===== src/hdl/lrgc_pkg.sv =====
package lrgc_pkg;

  // Field widths of the point stream and of the register file.
  localparam int unsigned RADIUS_W   = 18;
  localparam int unsigned HEIGHT_W   = 16;
  localparam int unsigned INDEX_W    = 16;
  localparam int unsigned SLOPE_W    = 16;
  localparam int unsigned LEN_W      = 14;
  localparam int unsigned CFG_IDX_W  = 3;
  localparam int unsigned CFG_DATA_W = 16;

  // Derived arithmetic widths. Slopes are Q1.15, so lengths are scaled by 2^15.
  localparam int unsigned Q_FRAC   = 15;
  localparam int unsigned GAP_W    = RADIUS_W + 1;
  localparam int unsigned DIFF_W   = HEIGHT_W + 1;
  localparam int unsigned SCALED_W = HEIGHT_W + Q_FRAC;
  localparam int unsigned LTHR_W   = SLOPE_W + 1 + GAP_W;
  localparam int unsigned GTHR_W   = SLOPE_W + RADIUS_W;

  // Register indexes on the configuration port.
  localparam logic [CFG_IDX_W-1:0] REG_MOUNT_HEIGHT      = 3'd0;
  localparam logic [CFG_IDX_W-1:0] REG_LOCAL_SLOPE_TAN   = 3'd1;
  localparam logic [CFG_IDX_W-1:0] REG_GENERAL_SLOPE_TAN = 3'd2;
  localparam logic [CFG_IDX_W-1:0] REG_MIN_HEIGHT_STEP   = 3'd3;
  localparam logic [CFG_IDX_W-1:0] REG_CONCENTRIC_STEP   = 3'd4;
  localparam logic [CFG_IDX_W-1:0] REG_RECLASS_GAP       = 3'd5;

  // Register values after reset.
  localparam logic [LEN_W-1:0]   MOUNT_HEIGHT_RST      = 14'd1750;
  localparam logic [SLOPE_W-1:0] LOCAL_SLOPE_TAN_RST   = 16'd4605;
  localparam logic [SLOPE_W-1:0] GENERAL_SLOPE_TAN_RST = 16'd2867;
  localparam logic [LEN_W-1:0]   MIN_HEIGHT_STEP_RST   = 14'd50;
  localparam logic [LEN_W-1:0]   CONCENTRIC_STEP_RST   = 14'd10;
  localparam logic [LEN_W-1:0]   RECLASS_GAP_RST       = 14'd200;

  // Depth of the queue between the front and the back.
  localparam int unsigned FIFO_DEPTH_DEF = 8;

  typedef struct packed {
    logic [LEN_W-1:0]   mount_height;
    logic [SLOPE_W-1:0] local_slope_tan;
    logic [SLOPE_W-1:0] general_slope_tan;
    logic [LEN_W-1:0]   min_height_step;
    logic [LEN_W-1:0]   concentric_step;
    logic [LEN_W-1:0]   reclass_gap;
  } lrgc_cfg_t;

  // Outcome of the slope checks for one point, waiting for its verdict.
  typedef struct packed {
    logic               first;
    logic               local_ok;
    logic               global_ok;
    logic               reclass_ok;
    logic [INDEX_W-1:0] index;
  } lrgc_verdict_t;

endpackage


===== src/hdl/lrgc_front.sv =====
module lrgc_front #(
  parameter int unsigned FIFO_DEPTH = lrgc_pkg::FIFO_DEPTH_DEF
) (
  input  logic                                clk_i,
  input  logic                                rst_ni,
  input  lrgc_pkg::lrgc_cfg_t                 cfg_i,
  input  logic                                push_i,
  output logic                                full_o,
  input  logic [lrgc_pkg::RADIUS_W-1:0]       radius_i,
  input  logic signed [lrgc_pkg::HEIGHT_W-1:0] height_i,
  input  logic                                first_i,
  input  logic [lrgc_pkg::INDEX_W-1:0]        index_i,
  input  logic                                deq_i,
  output logic                                q_push_o,
  output lrgc_pkg::lrgc_verdict_t             q_data_o
);
  import lrgc_pkg::*;

  localparam int unsigned CNT_W = $clog2(FIFO_DEPTH + 1);

  function automatic logic [HEIGHT_W-1:0] abs_diff(input logic signed [DIFF_W-1:0] d);
    logic signed [DIFF_W-1:0] n;
    n = d[DIFF_W-1] ? -d : d;
    return n[HEIGHT_W-1:0];
  endfunction

  logic accept;

  // Credit count: points in the pipeline or the queue. It never exceeds the queue depth.
  logic [CNT_W-1:0] cnt_q, cnt_d;

  assign full_o = (cnt_q == CNT_W'(FIFO_DEPTH));
  assign accept = push_i && !full_o;

  always_comb begin
    cnt_d = cnt_q;
    case ({accept, deq_i})
      2'b10:   cnt_d = cnt_q + 1'b1;
      2'b01:   cnt_d = cnt_q - 1'b1;
      default: cnt_d = cnt_q;
    endcase
  end

  // Previous point of the ray, tracked from the input stream alone.
  logic [RADIUS_W-1:0]        last_radius_q;
  logic signed [HEIGHT_W-1:0] last_height_q;
  logic [RADIUS_W-1:0]        last_r_eff;
  logic signed [HEIGHT_W-1:0] last_h_eff;
  logic signed [HEIGHT_W-1:0] neg_sh;

  assign neg_sh     = -$signed({{(HEIGHT_W-LEN_W){1'b0}}, cfg_i.mount_height});
  assign last_r_eff = first_i ? '0 : last_radius_q;
  assign last_h_eff = first_i ? neg_sh : last_height_q;

  // Stage one: radial gap, height differences and gap compares.
  logic signed [GAP_W-1:0]  gap;
  logic signed [DIFF_W-1:0] dprev, dfoot;
  logic                     gt_conc, gt_reclass;

  assign gap   = $signed({1'b0, radius_i}) - $signed({1'b0, last_r_eff});
  assign dprev = $signed({height_i[HEIGHT_W-1], height_i})
               - $signed({last_h_eff[HEIGHT_W-1], last_h_eff});
  assign dfoot = $signed({height_i[HEIGHT_W-1], height_i})
               + $signed({{(DIFF_W-LEN_W){1'b0}}, cfg_i.mount_height});
  assign gt_conc    = gap > $signed({{(GAP_W-LEN_W){1'b0}}, cfg_i.concentric_step});
  assign gt_reclass = gap > $signed({{(GAP_W-LEN_W){1'b0}}, cfg_i.reclass_gap});

  logic                    s1_valid_q;
  logic signed [GAP_W-1:0] s1_gap_q;
  logic [RADIUS_W-1:0]     s1_radius_q;
  logic [HEIGHT_W-1:0]     s1_absprev_q, s1_absfoot_q;
  logic                    s1_gt_conc_q, s1_gt_reclass_q, s1_first_q;
  logic [INDEX_W-1:0]      s1_index_q;

  // Stage two: the two slope products.
  logic signed [LTHR_W-1:0] lthr;
  logic [GTHR_W-1:0]        gthr;

  assign lthr = $signed({1'b0, cfg_i.local_slope_tan}) * s1_gap_q;
  assign gthr = cfg_i.general_slope_tan * s1_radius_q;

  logic                     s2_valid_q;
  logic signed [LTHR_W-1:0] s2_lthr_q;
  logic [GTHR_W-1:0]        s2_gthr_q;
  logic [HEIGHT_W-1:0]      s2_absprev_q, s2_absfoot_q;
  logic                     s2_gt_conc_q, s2_gt_reclass_q, s2_first_q;
  logic [INDEX_W-1:0]       s2_index_q;

  // Control registers of the front.
  always_ff @(posedge clk_i or negedge rst_ni) begin
    if (!rst_ni) begin
      cnt_q         <= '0;
      s1_valid_q    <= 1'b0;
      s2_valid_q    <= 1'b0;
      last_radius_q <= '0;
      last_height_q <= -$signed({{(HEIGHT_W-LEN_W){1'b0}}, MOUNT_HEIGHT_RST});
    end else begin
      cnt_q      <= cnt_d;
      s1_valid_q <= accept;
      s2_valid_q <= s1_valid_q;
      if (accept) begin
        last_radius_q <= radius_i;
        last_height_q <= height_i;
      end
    end
  end

  // Pipeline payload.
  always_ff @(posedge clk_i) begin
    s1_gap_q        <= gap;
    s1_radius_q     <= radius_i;
    s1_absprev_q    <= abs_diff(dprev);
    s1_absfoot_q    <= abs_diff(dfoot);
    s1_gt_conc_q    <= gt_conc;
    s1_gt_reclass_q <= gt_reclass;
    s1_first_q      <= first_i;
    s1_index_q      <= index_i;

    s2_lthr_q       <= lthr;
    s2_gthr_q       <= gthr;
    s2_absprev_q    <= s1_absprev_q;
    s2_absfoot_q    <= s1_absfoot_q;
    s2_gt_conc_q    <= s1_gt_conc_q;
    s2_gt_reclass_q <= s1_gt_reclass_q;
    s2_first_q      <= s1_first_q;
    s2_index_q      <= s1_index_q;
  end

  // Stage three: raise the local threshold after a large gap, then compare.
  logic signed [LTHR_W-1:0] min_thr, thr_eff, prev_s, foot_s;
  logic [GTHR_W-1:0]        foot_g;

  assign min_thr = $signed({{(LTHR_W-LEN_W-Q_FRAC){1'b0}}, cfg_i.min_height_step,
                            {Q_FRAC{1'b0}}});
  assign thr_eff = (s2_gt_conc_q && (s2_lthr_q < min_thr)) ? min_thr : s2_lthr_q;
  assign prev_s  = $signed({{(LTHR_W-SCALED_W){1'b0}}, s2_absprev_q, {Q_FRAC{1'b0}}});
  assign foot_s  = $signed({{(LTHR_W-SCALED_W){1'b0}}, s2_absfoot_q, {Q_FRAC{1'b0}}});
  assign foot_g  = {{(GTHR_W-SCALED_W){1'b0}}, s2_absfoot_q, {Q_FRAC{1'b0}}};

  assign q_push_o            = s2_valid_q;
  assign q_data_o.first      = s2_first_q;
  assign q_data_o.local_ok   = prev_s <= thr_eff;
  assign q_data_o.global_ok  = foot_g <= s2_gthr_q;
  assign q_data_o.reclass_ok = s2_gt_reclass_q && (foot_s <= thr_eff);
  assign q_data_o.index      = s2_index_q;

endmodule


===== src/hdl/lrgc_queue.sv =====
module lrgc_queue #(
  parameter int unsigned FIFO_DEPTH = lrgc_pkg::FIFO_DEPTH_DEF
) (
  input  logic                    clk_i,
  input  logic                    rst_ni,
  input  logic                    push_i,
  input  lrgc_pkg::lrgc_verdict_t data_i,
  input  logic                    pop_i,
  output logic                    empty_o,
  output lrgc_pkg::lrgc_verdict_t data_o
);
  import lrgc_pkg::*;

  localparam int unsigned PTR_W = $clog2(FIFO_DEPTH);
  localparam int unsigned CNT_W = $clog2(FIFO_DEPTH + 1);

  function automatic logic [PTR_W-1:0] next_ptr(input logic [PTR_W-1:0] p);
    return (p == PTR_W'(FIFO_DEPTH - 1)) ? '0 : p + 1'b1;
  endfunction

  lrgc_verdict_t    entries_q [FIFO_DEPTH];
  logic [PTR_W-1:0] wr_ptr_q, rd_ptr_q;
  logic [CNT_W-1:0] cnt_q;

  assign empty_o = (cnt_q == '0);
  assign data_o  = entries_q[rd_ptr_q];

  // Pointers and fill level. The front's credit count keeps pushes within the depth.
  always_ff @(posedge clk_i or negedge rst_ni) begin
    if (!rst_ni) begin
      wr_ptr_q <= '0;
      rd_ptr_q <= '0;
      cnt_q    <= '0;
    end else begin
      if (push_i) begin
        wr_ptr_q <= next_ptr(wr_ptr_q);
      end
      if (pop_i) begin
        rd_ptr_q <= next_ptr(rd_ptr_q);
      end
      case ({push_i, pop_i})
        2'b10:   cnt_q <= cnt_q + 1'b1;
        2'b01:   cnt_q <= cnt_q - 1'b1;
        default: cnt_q <= cnt_q;
      endcase
    end
  end

  // Entry storage.
  always_ff @(posedge clk_i) begin
    if (push_i) begin
      entries_q[wr_ptr_q] <= data_i;
    end
  end

endmodule


===== src/hdl/lrgc_back.sv =====
module lrgc_back (
  input  logic                           clk_i,
  input  logic                           rst_ni,
  input  logic                           q_empty_i,
  input  lrgc_pkg::lrgc_verdict_t        q_data_i,
  output logic                           q_pop_o,
  input  logic                           pop_i,
  output logic                           empty_o,
  output logic                           is_ground_o,
  output logic [lrgc_pkg::INDEX_W-1:0]   index_out_o
);
  import lrgc_pkg::*;

  logic               last_ground_q;
  logic               out_valid_q;
  logic               out_ground_q;
  logic [INDEX_W-1:0] out_index_q;
  logic               carry_ground;
  logic               ground;

  // Take the next point whenever the output register is free or being emptied.
  assign q_pop_o = !q_empty_i && (!out_valid_q || pop_i);

  // Verdict: the only part that depends on the previous point's outcome.
  assign carry_ground = q_data_i.first ? 1'b0 : last_ground_q;
  assign ground       = q_data_i.local_ok ? (carry_ground || q_data_i.global_ok)
                                          : q_data_i.reclass_ok;

  always_ff @(posedge clk_i or negedge rst_ni) begin
    if (!rst_ni) begin
      last_ground_q <= 1'b0;
      out_valid_q   <= 1'b0;
    end else begin
      if (q_pop_o) begin
        last_ground_q <= ground;
        out_valid_q   <= 1'b1;
      end else if (pop_i) begin
        out_valid_q   <= 1'b0;
      end
    end
  end

  // Result register.
  always_ff @(posedge clk_i) begin
    if (q_pop_o) begin
      out_ground_q <= ground;
      out_index_q  <= q_data_i.index;
    end
  end

  assign empty_o     = !out_valid_q;
  assign is_ground_o = out_ground_q;
  assign index_out_o = out_index_q;

endmodule


===== src/hdl/lidar_ray_ground_classifier.sv =====
// Ray-based ground classifier for a stream of lidar points.
//
// Points enter through a queue-style port: a transaction takes place at a clock
// edge with push high and full low. Within a ray the points come sorted by
// radius, and first_of_ray_i marks the first point of each ray. Every point gives
// exactly one verdict, in order, read through a second queue-style port: the
// oldest verdict shows while empty is low and leaves at an edge with pop high.
//
// A point accepted at an edge passes the stage-one and stage-two registers, the
// inner queue and the output register before its verdict shows. One point per
// cycle is sustained while the receiver pops: the front runs a three-stage
// pipeline (gaps, slope products, threshold compares) and the back resolves the
// one-bit dependency on the previous verdict. When the receiver stalls, verdicts
// collect in the inner queue and the output register; full rises once FIFO_DEPTH
// points are in flight ahead of the output. Reset clears all queues, loads the
// register defaults and starts a fresh ray. Configuration writes through cfg_we_i
// take effect at once and are meant to be made while no point is in flight.
module lidar_ray_ground_classifier #(
  parameter int unsigned FIFO_DEPTH = lrgc_pkg::FIFO_DEPTH_DEF
) (
  input  logic                                 clk_i,
  input  logic                                 rst_ni,
  input  logic                                 cfg_we_i,
  input  logic [lrgc_pkg::CFG_IDX_W-1:0]       cfg_idx_i,
  input  logic [lrgc_pkg::CFG_DATA_W-1:0]      cfg_wdata_i,
  input  logic                                 push,
  output logic                                 full,
  input  logic [lrgc_pkg::RADIUS_W-1:0]        radius_i,
  input  logic signed [lrgc_pkg::HEIGHT_W-1:0] height_i,
  input  logic                                 first_of_ray_i,
  input  logic [lrgc_pkg::INDEX_W-1:0]         point_index_i,
  output logic                                 empty,
  input  logic                                 pop,
  output logic                                 is_ground_o,
  output logic [lrgc_pkg::INDEX_W-1:0]         index_out_o
);
  import lrgc_pkg::*;

  lrgc_cfg_t     cfg_q;
  logic          q_push, q_pop, q_empty;
  lrgc_verdict_t q_wdata, q_rdata;

  // Register file.
  always_ff @(posedge clk_i or negedge rst_ni) begin
    if (!rst_ni) begin
      cfg_q.mount_height      <= MOUNT_HEIGHT_RST;
      cfg_q.local_slope_tan   <= LOCAL_SLOPE_TAN_RST;
      cfg_q.general_slope_tan <= GENERAL_SLOPE_TAN_RST;
      cfg_q.min_height_step   <= MIN_HEIGHT_STEP_RST;
      cfg_q.concentric_step   <= CONCENTRIC_STEP_RST;
      cfg_q.reclass_gap       <= RECLASS_GAP_RST;
    end else if (cfg_we_i) begin
      case (cfg_idx_i)
        REG_MOUNT_HEIGHT:      cfg_q.mount_height      <= cfg_wdata_i[LEN_W-1:0];
        REG_LOCAL_SLOPE_TAN:   cfg_q.local_slope_tan   <= cfg_wdata_i[SLOPE_W-1:0];
        REG_GENERAL_SLOPE_TAN: cfg_q.general_slope_tan <= cfg_wdata_i[SLOPE_W-1:0];
        REG_MIN_HEIGHT_STEP:   cfg_q.min_height_step   <= cfg_wdata_i[LEN_W-1:0];
        REG_CONCENTRIC_STEP:   cfg_q.concentric_step   <= cfg_wdata_i[LEN_W-1:0];
        REG_RECLASS_GAP:       cfg_q.reclass_gap       <= cfg_wdata_i[LEN_W-1:0];
        default: ;
      endcase
    end
  end

  lrgc_front #(
    .FIFO_DEPTH(FIFO_DEPTH)
  ) u_front (
    .clk_i    (clk_i),
    .rst_ni   (rst_ni),
    .cfg_i    (cfg_q),
    .push_i   (push),
    .full_o   (full),
    .radius_i (radius_i),
    .height_i (height_i),
    .first_i  (first_of_ray_i),
    .index_i  (point_index_i),
    .deq_i    (q_pop),
    .q_push_o (q_push),
    .q_data_o (q_wdata)
  );

  lrgc_queue #(
    .FIFO_DEPTH(FIFO_DEPTH)
  ) u_queue (
    .clk_i   (clk_i),
    .rst_ni  (rst_ni),
    .push_i  (q_push),
    .data_i  (q_wdata),
    .pop_i   (q_pop),
    .empty_o (q_empty),
    .data_o  (q_rdata)
  );

  lrgc_back u_back (
    .clk_i       (clk_i),
    .rst_ni      (rst_ni),
    .q_empty_i   (q_empty),
    .q_data_i    (q_rdata),
    .q_pop_o     (q_pop),
    .pop_i       (pop),
    .empty_o     (empty),
    .is_ground_o (is_ground_o),
    .index_out_o (index_out_o)
  );

endmodule


===== config.mk =====
export PLATFORM = sky130hd
export DESIGN_NAME = lidar_ray_ground_classifier
export DESIGN_NICKNAME = d
export VERILOG_FILES = /design/src/hdl/lrgc_pkg.sv /design/src/hdl/lrgc_front.sv /design/src/hdl/lrgc_queue.sv /design/src/hdl/lrgc_back.sv /design/src/hdl/lidar_ray_ground_classifier.sv
export SDC_FILE = /design/constraint.sdc
export NUM_CORES = 2
export LEC_CHECK = 0
export BUFFER_PORTS_ARGS = -buffer_cell sky130_fd_sc_hd__buf_2
export CORE_ASPECT_RATIO = 2
export CORE_MARGIN = 2
export CORE_UTILIZATION = 70
export CTS_CLUSTER_SIZE = 20
export DETAILED_ROUTE_END_ITERATION = 6
export GPL_TIMING_DRIVEN = 0
export PLACE_DENSITY = 0.89
export SLEW_MARGIN = 20
export SYNTH_ARGS = -nofsm -noshare
export SYNTH_HDL_FRONTEND = slang
export SYNTH_SLANG_ARGS = --single-unit

===== constraint.sdc =====
create_clock -name clk_i -period 10.95 [get_ports clk_i]
set_clock_uncertainty 0.15 [all_clocks]
set_input_delay 0 -clock clk_i [delete_from_list [all_inputs] [get_ports clk_i]]
set_output_delay 0 -clock clk_i [all_outputs]
set_load 0.05 [all_outputs]

==> impl_metrics.tcl <==
set metrics [dict create \
    drt-wirelength-per-cell_um 24.2 \
    edff_count_synth 177 \
    detail_route.first_pass.iterations 7 \
    buffers_inserted_during_post_cts_setup_optimization 0 \
    grt_antenna_before_repair 8 \
    gr_ovfl_total 0 \
    number_of_standard_cells_after_synthesis 4093 \
    ios 94 \
    hold_ws_ns 0.0264 \
    drc 1 \
    insertion_delay_ns 0.62 \
    setup_viol_count_final 0 \
    cts_tree "yes" \
    yosysTopAreaCell "sky130_fd_sc_hd__fa_1" \
    ys_seq_area_share_pct 30.4 \
    clock_tree.root_cell "sky130_fd_sc_hd__clkbuf_16" \
    cp.arrival_ns 8.32 \
    yosysUniqueCellTypes 91 \
    clk_pin_slew_ns 0.08 \
    rsz0062_at_grt "no" \
    row_count 128 \
    synth_top_area_share_pct 24.9 \
    asyncSetResetFlopFracSynth_pct 26.6 \
    global_route.usage.total_pct 41.1 \
    avgSynthCellArea_um2 10.5 \
    startpoint_type "flop" \
    synth_fp_nets 5049 \
    worst_slew_margin_rel_pct 26.8 \
    tightestPinTransition_ns 1.10 \
    port_buffers 93 \
    cp-end-kind "flop" \
    core-area_um2 60900 \
    total_negative_slack_for_setup_checks_ns 0 \
    cts_inserted_buffers 46 \
    post_route_cells_drive_above_1_share_pct 9.11 \
    floorplan.die_area_um2 63400 \
    post_synth_main_area_contributors "sky130_fd_sc_hd__fa_1 (25%), sky130_fd_sc_hd__edfxtp_1 (12%), sky130_fd_sc_hd__ha_1 (10%)" \
    clock_tree.htree_level_count 2 \
    top_flip_flop_cell_by_instance_count_after_synthesis "sky130_fd_sc_hd__dfxtp_1" \
    vias 32300 \
    floorplan.die.height_um 354 \
    status "finished, violations left" \
    timing.final.crit_period_ns 7.98 \
    dp_worst_setup_slack_ns 3.18 \
    drt-total-wl_um 125000 \
    worst_r2r_path_depth 24 \
    post-dp-hpwl_um 90500 \
    syn2layout_area_growth_pct 10.4 \
    post_synth_instance_area_um2 42900 \
    path_class "flop to flop" \
    crit_fanout 10 \
    drt_iter0_drc 2293 \
    slew_violations 0 \
    num-nets-final 5319 \
    initial_util_pct 70.5 \
    grt_start_max_net_pins 84 \
    timing.final.ws_setup_ns 2.97 \
    via_per_inst 6.22 \
    place_congestion 1.01 \
    violations "design-rule violations" \
    first_global_vias 35600 \
    total_of_warnings_raised_by_yosys 0 \
    clock_sink_count 526 \
    hold_path.class "input pin to flop" \
    max_clock_freq_mhz 125 \
    cap_viol_max_count 0 \
    cts.path.max_buffers 3 \
    die_w_um 179 \
    post-route-period-util_pct 72.9 \
    ys_seq_elements 526 \
    grt_first_pass_wirelength_um 193000 \
    worst-endpoint-required_ns 11.29 \
    drt.antenna.violating_nets 0 \
    timing.final.hold_violations 0 \
    hold_depth 2 \
]
[worst paths after layout]
| path | from | endpoint | slack (ns) |
|---|---|---|---|
| max in group asynchronous | rst_ni | cfg_q[51] | 9.71 |
| hold reg to reg | u_front.s1_absprev_q[8] | u_front.s2_absprev_q[8] | 0.17 |
| setup / recovery | cfg_q[51] | u_front.s2_gthr_q[32] | 2.97 |
| setup reg to reg | cfg_q[51] | u_front.s2_gthr_q[32] | 2.97 |
| min in group asynchronous | rst_ni | cfg_q[65] | 0.42 |
| hold / removal | radius_i[11] | u_front.s1_radius_q[11] | 0.03 |
[layout by cell type (no fill, tap or decap), drive strengths merged, types with 17 or more instances in the layout]
cell type,instances
inv,737
a21oi,103
mux2,80
buf,111
mux4,41
nand2,553
dfxtp,209
nor2b,17
nand2b,39
and2,276
fa,534
clkbuf,174
clkinv,17
nor2,78
dlygate4sd3,122
xor2,46
nor3,36
a31oi,20
dfstp,40
o21ai,95
a21o,62
xnor2,105
ha,347
edfxtp,177
o21a,26
dfrtp,100
mux2i,29
nand3,27
[Yosys cell counts, types with 8 or more instances]
cell	number
sky130_fd_sc_hd__o21a_1	25
sky130_fd_sc_hd__mux4_2	41
sky130_fd_sc_hd__or3_1	9
sky130_fd_sc_hd__nor3_1	35
sky130_fd_sc_hd__and4_1	10
sky130_fd_sc_hd__nand3_1	27
sky130_fd_sc_hd__xnor2_1	105
sky130_fd_sc_hd__o21ai_0	89
sky130_fd_sc_hd__dfxtp_1	209
sky130_fd_sc_hd__nor2_1	76
sky130_fd_sc_hd__nand2_1	553
sky130_fd_sc_hd__a211oi_1	12
sky130_fd_sc_hd__edfxtp_1	177
sky130_fd_sc_hd__dfstp_2	40
sky130_fd_sc_hd__clkbuf_1	123
sky130_fd_sc_hd__o31ai_1	8
sky130_fd_sc_hd__nor2b_1	17
sky130_fd_sc_hd__o21bai_1	12
sky130_fd_sc_hd__dfrtp_1	100
sky130_fd_sc_hd__inv_1	730
sky130_fd_sc_hd__ha_1	347
sky130_fd_sc_hd__nand4_1	12
sky130_fd_sc_hd__mux2i_1	29
sky130_fd_sc_hd__o211ai_1	14
sky130_fd_sc_hd__and2_1	275
sky130_fd_sc_hd__and3_1	9
sky130_fd_sc_hd__a31oi_1	17
sky130_fd_sc_hd__a21oi_1	99
sky130_fd_sc_hd__nand2b_1	39
sky130_fd_sc_hd__mux2_2	80
sky130_fd_sc_hd__xor2_1	46
sky130_fd_sc_hd__nor4_1	16
sky130_fd_sc_hd__fa_1	534
sky130_fd_sc_hd__a21o_1	60
[registers in the layout (all words and copies together) (netlist names), 18 cells and up]
signal                 flops
u_queue.entries_q        160
cfg_q                     88
u_front.s2_lthr_q         36
u_front.s2_gthr_q         34
u_front.s1_gap_q          19
u_front.last_radius_q     18
u_front.s1_radius_q       18
[timing repair]
| action | 4_1_cts | 5_1_grt |
|---|---|---|
| gates resized for setup | 0 | 0 |
| hold buffers | 123 | 0 |
| endpoints found under the hold margin | 336 | 0 |
[layout make-up]
| type | count | area [µm²] |
|---|---|---|
| antenna | 4 | 10.0 |
| fill | 3632 | 13500 |
| clock buffer | 51 | 1210 |
| clock inverter | 35 | 387 |
| inverter | 731 | 2740 |
| buffer | 134 | 512 |
| tap | 780 | 976 |
| multi-input combinational | 2702 | 26700 |
| sequential | 526 | 13100 |
| timing repair buffer | 222 | 1810 |
[cell families (layout without fill, tap and decap cells)]
kind of cell / count (synthesis) / in the layout / share of synthesized area [%]
multiplexers: 150 / 150 / 4.93
AND/OR/NAND/NOR: 1115 / 1115 / 12.6
adder cells (fa/ha/maj): 881 / 881 / 35.0
XOR/XNOR: 151 / 151 / 3.08
buffers and inverters: 865 / 1173 / 7.58
flip-flops: 526 / 526 / 30.4
other: 0 / 4 / 0
AO/OA/AOI/OAI: 405 / 405 / 6.37
[critical path, stage by stage (launching register included)]
cell	delay, ns
sky130_fd_sc_hd__dfstp_2	0.51
sky130_fd_sc_hd__clkbuf_1	0.50
sky130_fd_sc_hd__clkbuf_1	0.59
sky130_fd_sc_hd__nand2_1	0.15
sky130_fd_sc_hd__fa_1	0.52
sky130_fd_sc_hd__inv_1	0.06
sky130_fd_sc_hd__fa_1	0.49
sky130_fd_sc_hd__inv_1	0.05
sky130_fd_sc_hd__fa_1	0.54
sky130_fd_sc_hd__inv_1	0.09
sky130_fd_sc_hd__fa_1	0.47
sky130_fd_sc_hd__fa_1	0.50
sky130_fd_sc_hd__inv_1	0.06
sky130_fd_sc_hd__fa_1	0.51
sky130_fd_sc_hd__inv_1	0.05
sky130_fd_sc_hd__ha_1	0.38
sky130_fd_sc_hd__and4_1	0.27
sky130_fd_sc_hd__and3_1	0.17
sky130_fd_sc_hd__a211o_1	0.09
sky130_fd_sc_hd__a31oi_1	0.06
sky130_fd_sc_hd__o21ai_0	0.82
sky130_fd_sc_hd__a31oi_1	0.22
sky130_fd_sc_hd__o41ai_1	0.37
sky130_fd_sc_hd__a21oi_1	0.14
sky130_fd_sc_hd__xnor2_1	0.13
[layer usage]
metal | routed length, µm | vias up | global-route usage (%)
met5 | 69 | - | 0
met1 | 36900 | 15900 | 40.3
li1 | - | 13600 | -
met4 | 15200 | 10 | 39.1
met2 | 62300 | 1906 | 69.4
met3 | 10800 | 896 | 9.87
[metrics by stage]
stage	area, µm²	cells	utilization (%)
4_1_cts	47400	5181	77.9
5_1_grt	47400	5182	77.9
6_report	47400	5185	77.9
3_3_place_gp	44400	4966	72.9
2_1_floorplan	42900	4093	-
3_5_place_dp	44500	4972	73.2
Power is not shown: default switching activity piles up to over one toggle a cycle in this logic, so the estimate is an artifact.
